<file path="config.mk">
export PLATFORM = sky130hd
export DESIGN_NAME = asc_div
export DESIGN_NICKNAME = d
export VERILOG_FILES = /design/src/rtl/asc_pkg.sv /design/src/rtl/asc_div.sv
export SDC_FILE = /design/constraint.sdc
export NUM_CORES = 2
export LEC_CHECK = 0
export CORE_MARGIN = 3
export CORE_UTILIZATION = 43
export DETAILED_ROUTE_END_ITERATION = 10
export DONT_BUFFER_PORTS = 1
export GPL_TIMING_DRIVEN = 0
export PLACE_DENSITY = 0.58
export SKIP_CTS_REPAIR_TIMING = 1
export SLEW_MARGIN = 10
export SYNTH_ARGS = -nofsm -noshare
export SYNTH_HDL_FRONTEND = slang
export SYNTH_SLANG_ARGS = --single-unit
</file>
<file path="constraint.sdc">
create_clock -name clk_i -period 9.7 [get_ports clk_i]
set_input_delay 0.485 -clock clk_i [delete_from_list [all_inputs] [get_ports clk_i]]
set_output_delay 0.485 -clock clk_i [all_outputs]
set_load 0.005 [all_outputs]
</file>
<file path="src/rtl/asc_pkg.sv">
// Shared constants for the box/sphere contact pipeline.
// No dependencies.
package asc_pkg;

  localparam int unsigned CoordWidthDef = 24;

endpackage

</file>
<file path="src/rtl/asc_div.sv">
// Pipelined restoring divider, one quotient bit per stage.
// Quotient must fit W-1 bits. Depends on asc_pkg for the default width.
module asc_div #(
  parameter int unsigned W = asc_pkg::CoordWidthDef
) (
  input  logic           clk_i,
  input  logic           en_i,
  input  logic [2*W-1:0] num_i,
  input  logic [W:0]     den_i,
  output logic [W-2:0]   quo_o
);
  import asc_pkg::*;

  localparam int unsigned H  = W - 1;
  localparam int unsigned DW = W + 1;

  logic [DW-1:0] rem_q [H];
  logic [DW-1:0] den_q [H];
  logic [H-1:0]  lo_q  [H];
  logic [H-1:0]  q_q   [H];

  for (genvar k = 0; k < H; k++) begin : g_stg
    logic [DW-1:0] rem_p, den_p;
    logic [H-1:0]  lo_p, q_p;
    logic [DW:0]   cand;

    if (k == 0) begin : g_first
      assign rem_p = num_i[2*W-1:H];
      assign den_p = den_i;
      assign lo_p  = num_i[H-1:0];
      assign q_p   = '0;
    end else begin : g_next
      assign rem_p = rem_q[k-1];
      assign den_p = den_q[k-1];
      assign lo_p  = lo_q[k-1];
      assign q_p   = q_q[k-1];
    end

    assign cand = {rem_p, lo_p[H-1]};

    always_ff @(posedge clk_i) begin
      if (en_i) begin
        if (cand >= {1'b0, den_p}) begin
          rem_q[k] <= DW'(cand - {1'b0, den_p});
          q_q[k]   <= {q_p[H-2:0], 1'b1};
        end else begin
          rem_q[k] <= cand[DW-1:0];
          q_q[k]   <= {q_p[H-2:0], 1'b0};
        end
        den_q[k] <= den_p;
        lo_q[k]  <= {lo_p[H-2:0], 1'b0};
      end
    end
  end

  assign quo_o = q_q[H-1];

endmodule

</file>
==> out/qor.csv <==
metric,value,unit
run status,completed,
sequence of cells on the critical path,inv_1 > ha_1 > fa_1 > nor2b_1 > o211ai_1 > a21boi_0 > o21ai_1 > o211ai_1 > and2_1 > a21o_1 > buf_2 > buf_1 > a21oi_1,
cell repeated most along the worst path,o211ai_1,
highest attainable clock frequency,230,MHz
Synth Warn #,0,
Core ar.,0.195,mm^2
ratio of cells with drive above 1 in the final layout,0.0773,
drt total wl,208000,um
summed area of non-filler cells in the final layout,0.0954,mm^2
Post-DP HPWL,154000,um
post-synthesis cell count,7160,
Worst-path clk slew,60,ps
relative slew slack,0.195,
main flop type after synthesis,edfxtp_1,
sort of element at the start of the critical path,flop,
global routing usage summed across all routing layers,0.202,
min-delay worst type,in2reg,
critical-path cell with the highest stage delay,buf_1,
proportion of synthesized chip area in sequential cells,0.577,
TritonCTS Buffers,181,
vias in the first global route,54100,
number of hold violations in the final report,0,
cell with the most instances after synthesis,edfxtp_1,
number of enable flip-flop cells after synthesis,1628,
IO buf count,0,
top cell types by occurrence after synthesis,"1628 x edfxtp_1, 718 x inv_1, 580 x nand2_1",
Setup Crit Path Kind,reg2reg,
Pre-Repair DR Iteration Count,7,
full die area,0.202,mm^2
htree depth,4,
register bit count reported by yosys,1629,
area growth from synthesis to layout,12.5,%
"Net count, final",8113,
vias after detailed routing,55200,
first-pass GRT wire length,318000,um
cell area after placement,0.0885,mm^2
Final WS setup,5350,ps
initial antenna violation count,4,
family with the most delay on the worst path,compound AO/OA/AOI/OAI gates,
clock tree root buffer cell,clkbuf_16,
average footprint of a synthesized cell,11.8,um^2
post-layout min period,4350,ps
Hold Crit Start,den_i[1],
final number of max-transition violations,0,
Final Wtd Congestion,0.902,
worst hold path endpoint,rem_q[0][1],
unrepaired setup endpoints after global routing,no,
peak supply drop,0.186,mV
power density relative to cell area,314,mW/mm^2
required time of the critical path,10200,ps
Storage cell area,0.0489,mm^2
number of placement rows,162,
remaining number of nets flagged by the antenna check after routing,0,
final cycle utilization of the critical path,0.449,
library cell with the largest summed area after synthesis,edfxtp_1,
effective utilization at floorplan,0.434,
drt drc,0,
number of DRC violations after detailed-routing iteration 0,4403,
worst-skew pair later-pin latency,820,ps
chip width,450,um
Filler Cells Inserted,17500,
actual slew at the worst max-slew pin,1190,ps
R2R depth,13,
element type at the critical path end,flop,
vias per inst,5.40,
max capacitance violation total,0,
Clock Skew,28.3,ps
final setup TNS,0,ps
total global routing overflow,0,
number of clock sinks,1629,
detail-routed net length per standard cell,20.4,um
maximum single-stage delay on the critical path,780,ps
Crit path buffers/inverters,3,
startpoint of the worst-slack reg-to-reg timing path,lo_q[1][21],
CTS Buffer Depth,3,
die boundary height,450,um
WHS Path Cells,2,
worst slack at placement,4810,ps
TritonCTS clock tree,done,
total standard cell area after synthesis,0.0848,mm^2
Synth top area share,0.577,
fraction of registers with async set or reset after synthesis,0,
Fin Hold WS,49.9,ps
largest fanout on the critical path,10,
data arrival time of the critical path,4850,ps
area taken by multi-input logic gates,0.0323,mm^2
reg2reg end,rem_q[1][47],
post-synth cell types,91,
biggest area contributors in the synthesized netlist,"edfxtp_1 58%, ha_1 8.5%, a21oi_1 3.2%",
Static Leak,37.8,nW
"Setup violations, final",0,
Post-Syn Nets,7832,
maximum number of pins on one net before global-route repair,806,
FF-to-FF setup slack,5350,ps
I/O pin count,98,
## cell type report
class / count / share of cell area
sequential: 1629 / 0.513
multi-input combinational: 4612 / 0.338
clock buffer: 216 / 0.0492
tap: 2624 / 0.0344
inverter: 722 / 0.0284
timing repair buffer: 98 / 0.0137
clock inverter: 124 / 0.0134
buffer: 197 / 0.00957
antenna: 2 / 0.0000525
## worst register-to-register path: cells and delay by family, from the launching register on
family | cells | cell delay, ps
simple gates | 2 | 450
compound gates | 6 | 1210
fa+ha+maj | 2 | 650
buf+inv | 3 | 1180
flops | 1 | 570
## stage by stage
stage          cells  utilization  power (mW)
2_1_floorplan   7160            -        19.7
3_3_place_gp    9784        0.451        22.9
3_5_place_dp    9804        0.453        23.1
4_1_cts        10100        0.484        30.1
5_1_grt        10200        0.488        32.0
6_report       10200        0.488        30.0
## layout by cell type, fill, tap and decap left out, drive strengths merged, types with 20 or more instances in the layout
cell         synthesis  routed
ha                 575     575
a21o               248     248
nor2b               86      86
edfxtp            1628    1628
o31a                26      26
mux2i               20      20
inv                722     733
clkbuf             133     349
dlygate4sd3          0      73
buf                 64      89
nand3              121     121
nand4               82      82
and2                39      39
and3                40      40
mux2               152     152
o21bai              54      54
xnor2              249     249
clkinv               0      83
xor2               194     194
a21oi              544     544
o211ai              39      39
nand2b              73      73
o21a                72      72
nor4                24      24
o21ai              543     543
nor2               337     337
a21boi              22      22
o31ai               42      42
a31oi               69      69
a211oi              40      40
fa                  22      22
nand2              580     580
nor3                61      61
## cells by family (layout without fill, tap and decap cells)
group,after synthesis,count (layout),synth area share
flip-flops,1629,1629,0.577
adder cells (fa/ha/maj),597,597,0.0901
multiplexers,172,172,0.0235
AO/OA/AOI/OAI,1853,1853,0.135
AND/OR/NAND/NOR,1547,1547,0.0860
buffers and inverters,919,1357,0.0422
XOR/XNOR,443,443,0.0458
other,0,2,0
## worst max-delay path by stage
stage                  from            end  slack, ps  depth (start not counted)
2_1_floorplan          en_i    q_q[2][100]       6390                          5
3_3_place_gp           en_i     q_q[2][93]        -60                          5
3_5_place_dp           en_i    rem_q[2][1]       4810                          8
4_1_cts         lo_q[1][21]   rem_q[1][47]       5270                         13
5_1_grt        lo_q[1][153]  rem_q[1][198]       5060                         12
6_report        lo_q[1][21]   rem_q[1][47]       5350                         13
## sequential cells by signal, summed over array words and instances, names as in the netlist
register / cells
rem_q: 550
q_q: 276
den_q: 550
lo_q: 253
## routing by layer
metal | global-route usage | vias to the layer above | wire [um]
met4 | 0.0624 | 0 | 6020
met1 | 0.259 | 26900 | 89400
met5 | 0 | - | 0
met3 | 0.0270 | 306 | 8370
met2 | 0.353 | 1139 | 104000
li1 | - | 26800 | -
## report_power, final
group / leakage, nW / switching [mW] / total (mW) / internal [mW]
Combinational: 19.0 / 6.99 / 12.1 / 5.09
Clock: 2.88 / 2.88 / 6.86 / 3.98
Sequential: 15.9 / 1.02 / 11.0 / 10.0
Note: power is estimated with default switching activity, not from simulation.
