$ cat src/rtl/asc_pkg.sv
// Shared constants for the box/sphere contact pipeline.
// No dependencies.
package asc_pkg;

  localparam int unsigned CoordWidthDef = 24;

endpackage

$ cat src/rtl/asc_isqrt.sv
// Pipelined integer square root, one root bit per stage.
// Depends on asc_pkg for the default width.
module asc_isqrt #(
  parameter int unsigned RW = asc_pkg::CoordWidthDef
) (
  input  logic            clk_i,
  input  logic            en_i,
  input  logic [2*RW-1:0] rad_i,
  output logic [RW-1:0]   root_o
);
  import asc_pkg::*;

  localparam int unsigned NW = 2 * RW;
  localparam int unsigned MW = RW + 2;

  logic [MW-1:0] rem_q  [RW];
  logic [RW-1:0] root_q [RW];
  logic [NW-1:0] n_q    [RW];

  for (genvar k = 0; k < RW; k++) begin : g_stg
    logic [MW-1:0] rem_p, cand, trial;
    logic [RW-1:0] root_p;
    logic [NW-1:0] n_p;

    if (k == 0) begin : g_first
      assign rem_p  = '0;
      assign root_p = '0;
      assign n_p    = rad_i;
    end else begin : g_next
      assign rem_p  = rem_q[k-1];
      assign root_p = root_q[k-1];
      assign n_p    = n_q[k-1];
    end

    always_comb begin
      cand  = {rem_p[MW-3:0], n_p[NW-1:NW-2]};
      trial = {root_p, 2'b01};
    end

    always_ff @(posedge clk_i) begin
      if (en_i) begin
        if (cand >= trial) begin
          rem_q[k]  <= cand - trial;
          root_q[k] <= {root_p[RW-2:0], 1'b1};
        end else begin
          rem_q[k]  <= cand;
          root_q[k] <= {root_p[RW-2:0], 1'b0};
        end
        n_q[k] <= {n_p[NW-3:0], 2'b00};
      end
    end
  end

  assign root_o = root_q[RW-1];

endmodule

$ cat config.mk
export PLATFORM = sky130hd
export DESIGN_NAME = asc_isqrt
export DESIGN_NICKNAME = d
export VERILOG_FILES = /design/src/rtl/asc_pkg.sv /design/src/rtl/asc_isqrt.sv
export SDC_FILE = /design/constraint.sdc
export NUM_CORES = 2
export LEC_CHECK = 0
export ABC_AREA = 0
export BUFFER_PORTS_ARGS = -buffer_cell sky130_fd_sc_hd__buf_2
export CAP_MARGIN = 25
export CORE_MARGIN = 2
export CORE_UTILIZATION = 45
export CTS_CLUSTER_SIZE = 30
export DETAILED_ROUTE_END_ITERATION = 16
export GPL_TIMING_DRIVEN = 0
export PLACE_DENSITY = 0.68
export SLEW_MARGIN = 20
export SYNTH_ARGS = -nofsm -noshare
export SYNTH_HDL_FRONTEND = slang
export SYNTH_SLANG_ARGS = --single-unit
$ cat constraint.sdc
create_clock -name clk_i -period 4.41 [get_ports clk_i]
set_input_delay 0.6615 -clock clk_i [delete_from_list [all_inputs] [get_ports clk_i]]
set_output_delay 0.6615 -clock clk_i [all_outputs]
set_load 0.05 [all_outputs]
==> results.sh <==
export IMPL_wl_met3_mm=4.04
export IMPL_drive_above_1_share=0.0825
export IMPL_path_max_fanout=10
export IMPL_tightest_slew_ps=927
export IMPL_viasPerCell=5.24
export IMPL_port_buffers=73
export IMPL_num_rows=137
export IMPL_synth_top_area_cell="edfxtp_1"
export IMPL_min_period_ps=4190
export IMPL_routedWlPerCell_um=16.7
export IMPL_core_area_um2=140000
export IMPL_dieWidth_um=379
export IMPL_num_vias=37200
export IMPL_synth_edf_count=1373
export IMPL_synthArstFlopShare=0
export IMPL_syn_avg_cell_area_um2=13.2
export IMPL_drt_iter0_drc=2242
export IMPL_clk_path_buf_depth=3
export IMPL_critPathMaxStageDelay_ps=650
export IMPL_clock_fmax_mhz=238
export IMPL_post_cts_buffers=0
export IMPL_rsz0062_at_grt="false"
export IMPL_start_util=0.454
export IMPL_critPathKind="flip-flop to flip-flop"
export IMPL_clock_sinks=1374
export IMPL_yosysWarningCount=0
export IMPL_slew_viol_final=0
export IMPL_ys_ff_latch=1374
export IMPL_critPathArrivalTime_ps=4660
export IMPL_grt_max_degree=108
export IMPL_wl_mm=118
export IMPL_path_cells="ha_1 -> nor2b_1 -> o31a_1 -> o41ai_1 -> nor3b_1 -> o31ai_1 -> nand2b_1 -> a211oi_1 -> clkbuf_1 -> o21ai_0"
export IMPL_setup_viol=0
export IMPL_io_pins=74
export IMPL_critPathLaunchType="flip-flop"
export IMPL_fin_util=0.515
export IMPL_layout_setup_ws_ps=216
export IMPL_clock_skew_ps=28.8
export IMPL_hp_class="input port to flip-flop"
export IMPL_dieArea_um2=144000
export IMPL_dp_hpwl_mm=87.0
export IMPL_cts_tree="yes"
export IMPL_status="complete, no violations"
export IMPL_root_buffer="clkbuf_16"
export IMPL_ys_flop_type="edfxtp_1"
export IMPL_fillerInstances=11700
export IMPL_fin_area_um2=71900
export IMPL_topRoutingLayerUsed="met4"
export IMPL_crit_required_ps=4880
export IMPL_grt_first_pass_wirelength_mm=189
export IMPL_clock_latency_ps=780
export IMPL_gp_congestion=0.921
export IMPL_cpLargestDelayFamily="compound AO/OA/AOI/OAI gates"
export IMPL_hold_violations=0
export IMPL_syn_instance_count=4816
export IMPL_drc=0
export IMPL_firstDrtPassIters=7
export IMPL_grt_pass1_vias=37200
export IMPL_grt_overflow_total=0
export IMPL_maxCapViolCount=0
export IMPL_drtAntennaViolNets=0
export IMPL_p_leak_nw=27.4
export IMPL_grt_use_total=0.166
export IMPL_slew_headroom=0.382
export IMPL_chipHeight_um=379
export IMPL_met2_length_mm=62.0
export IMPL_antenna_found_initial=1
export IMPL_clkTransAtPathRegs_ps=60
export IMPL_ys_seq_area_frac=0.651
export IMPL_p_per_area_nw_per_um2=508
export IMPL_synth_area_um2=63400
export IMPL_placed_area_um2=66600
export IMPL_yosysUniqueCellTypes=75
export IMPL_netlist_top_cells_area="edfxtp_1 65%, ha_1 6.4%, xnor2_1 2.9%"
export IMPL_period_share=0.951
export IMPL_synth_top_cell_area_share=0.650
export IMPL_wl_met1_mm=47.1
export IMPL_end_kind="flip-flop"
export IMPL_nNetsFinal=5478
export IMPL_htreeDepth=4
export IMPL_path_buf_inv=1
export IMPL_syn_num_nets=5192
export IMPL_power_w=0.0365
export IMPL_area_delta_synth_final_pct=13.4
export IMPL_cts_buffers=149
export IMPL_cpMaxStageDelayCell="clkbuf_1"
export IMPL_ir_drop_v=0.000395
export IMPL_dp_slack_ps=-817
-- per-layer routing --
metal  vias to the layer above  GRT usage
li1                      18400          -
met1                     17800      0.183
met2                       709      0.305
met3                       302     0.0291
met4                         0     0.0824
met5                         -          0
-- metrics by stage --
stage               std cells  hold WS [ps]  setup TNS (ps)
floorplan                4816           400               0
global placement         6765           400               -
detailed placement       6788           405         -293680
CTS                      7090         0.630               0
global route             7090          8.99               0
finish                   7091          69.3               0
-- what timing repair did --
item,4_1_cts,5_1_grt
hold buffers,39,0
endpoints found under the hold margin,39,0
gates resized for setup,1,11
setup endpoints to repair,1,180
-- cell families after synthesis --
kind of cell	count (synthesis)	share of synthesized area
flip-flops	1374	0.651
multiplexers	64	0.0112
AO/OA/AOI/OAI	925	0.0902
adder cells (fa/ha/maj)	326	0.0643
XOR/XNOR	421	0.0582
AND/OR/NAND/NOR	1210	0.0959
buffers and inverters	496	0.0295
-- report_power, final --
| part | internal [W] | switching, W | total [W] | leakage (nW) |
|---|---|---|---|---|
| clock | 0.00708 | 0.00513 | 0.0122 | 2.33 |
| combinational | 0.00302 | 0.00390 | 0.00692 | 11.9 |
| sequential | 0.0165 | 0.000886 | 0.0174 | 13.2 |
-- final timing paths --
path	startpoint	endpoint	slack, ps	cells after the start
setup / recovery	rem_q[2][104]	rem_q[2][151]	220	10
hold / removal	rad_i[15]	n_q[0][15]	70	1
setup reg to reg	rem_q[2][104]	rem_q[2][151]	220	10
hold reg to reg	n_q[0][313]	n_q[0][361]	400	0
-- cells in the mapped netlist, drive strengths merged, types with 13 or more instances --
| cell | n |
|---|---|
| nand4 | 41 |
| nand2 | 319 |
| nand3b | 13 |
| o21ai | 290 |
| a21o | 111 |
| a211o | 18 |
| o31ai | 26 |
| mux2 | 57 |
| or2 | 24 |
| a31oi | 28 |
| xnor2 | 212 |
| o21bai | 19 |
| xor2 | 209 |
| nor3 | 119 |
| nor2 | 269 |
| a211oi | 34 |
| nand2b | 66 |
| a21oi | 245 |
| clkbuf | 90 |
| nand4b | 13 |
| nand3 | 64 |
| or4 | 25 |
| and3 | 26 |
| edfxtp | 1373 |
| ha | 326 |
| nor2b | 38 |
| and2 | 32 |
| nor4 | 63 |
| inv | 401 |
| o21a | 63 |
| or3 | 54 |
-- flip-flops by register name (all words and copies together) (netlist names) --
signal and cells:
n_q 552, root_q 300, rem_q 522
-- cells in the final DEF, fill, tap and decap left out, types with 25 or more instances in the layout --
| master | netlist | routed |
|---|---|---|
| a211oi_1 | 34 | 33 |
| a21o_1 | 111 | 111 |
| a21oi_1 | 245 | 245 |
| a31oi_1 | 28 | 28 |
| and2_1 | 32 | 32 |
| and3_1 | 26 | 26 |
| buf_2 | 2 | 77 |
| clkbuf_1 | 90 | 92 |
| clkbuf_16 | 0 | 150 |
| clkinv_1 | 1 | 33 |
| dlygate4sd3_1 | 0 | 39 |
| edfxtp_1 | 1373 | 1373 |
| ha_1 | 326 | 326 |
| inv_1 | 401 | 401 |
| mux2_2 | 57 | 57 |
| nand2_1 | 319 | 319 |
| nand2b_1 | 66 | 66 |
| nand3_1 | 64 | 64 |
| nand4_1 | 41 | 41 |
| nor2_1 | 269 | 269 |
| nor2b_1 | 38 | 38 |
| nor3_1 | 119 | 119 |
| nor4_1 | 62 | 62 |
| o21a_1 | 63 | 63 |
| o21ai_0 | 284 | 283 |
| o31ai_1 | 26 | 25 |
| or3_1 | 54 | 54 |
| xnor2_1 | 212 | 212 |
| xor2_1 | 209 | 209 |
-- final cells by class --
| class | count | area, µm² | area share |
|---|---|---|---|
| multi-input combinational | 2946 | 20300 | 0.282 |
| tap | 1876 | 2350 | 0.0326 |
| inverter | 402 | 1510 | 0.0210 |
| clock inverter | 85 | 1000 | 0.0139 |
| timing repair buffer | 135 | 1250 | 0.0174 |
| clock buffer | 178 | 3860 | 0.0537 |
| antenna | 1 | 2.50 | 0.0000348 |
| buffer | 94 | 398 | 0.00553 |
| sequential | 1374 | 41200 | 0.574 |
-- worst register-to-register path, stage by stage (launching register included) --
cell and delay (ps):
edfxtp_1 410, ha_1 400, nor2b_1 180, o31a_1 280
o41ai_1 500, nor3b_1 190, o31ai_1 410, nand2b_1 180
a211oi_1 470, clkbuf_1 650, o21ai_0 220
(Power assumes the default switching activity.)
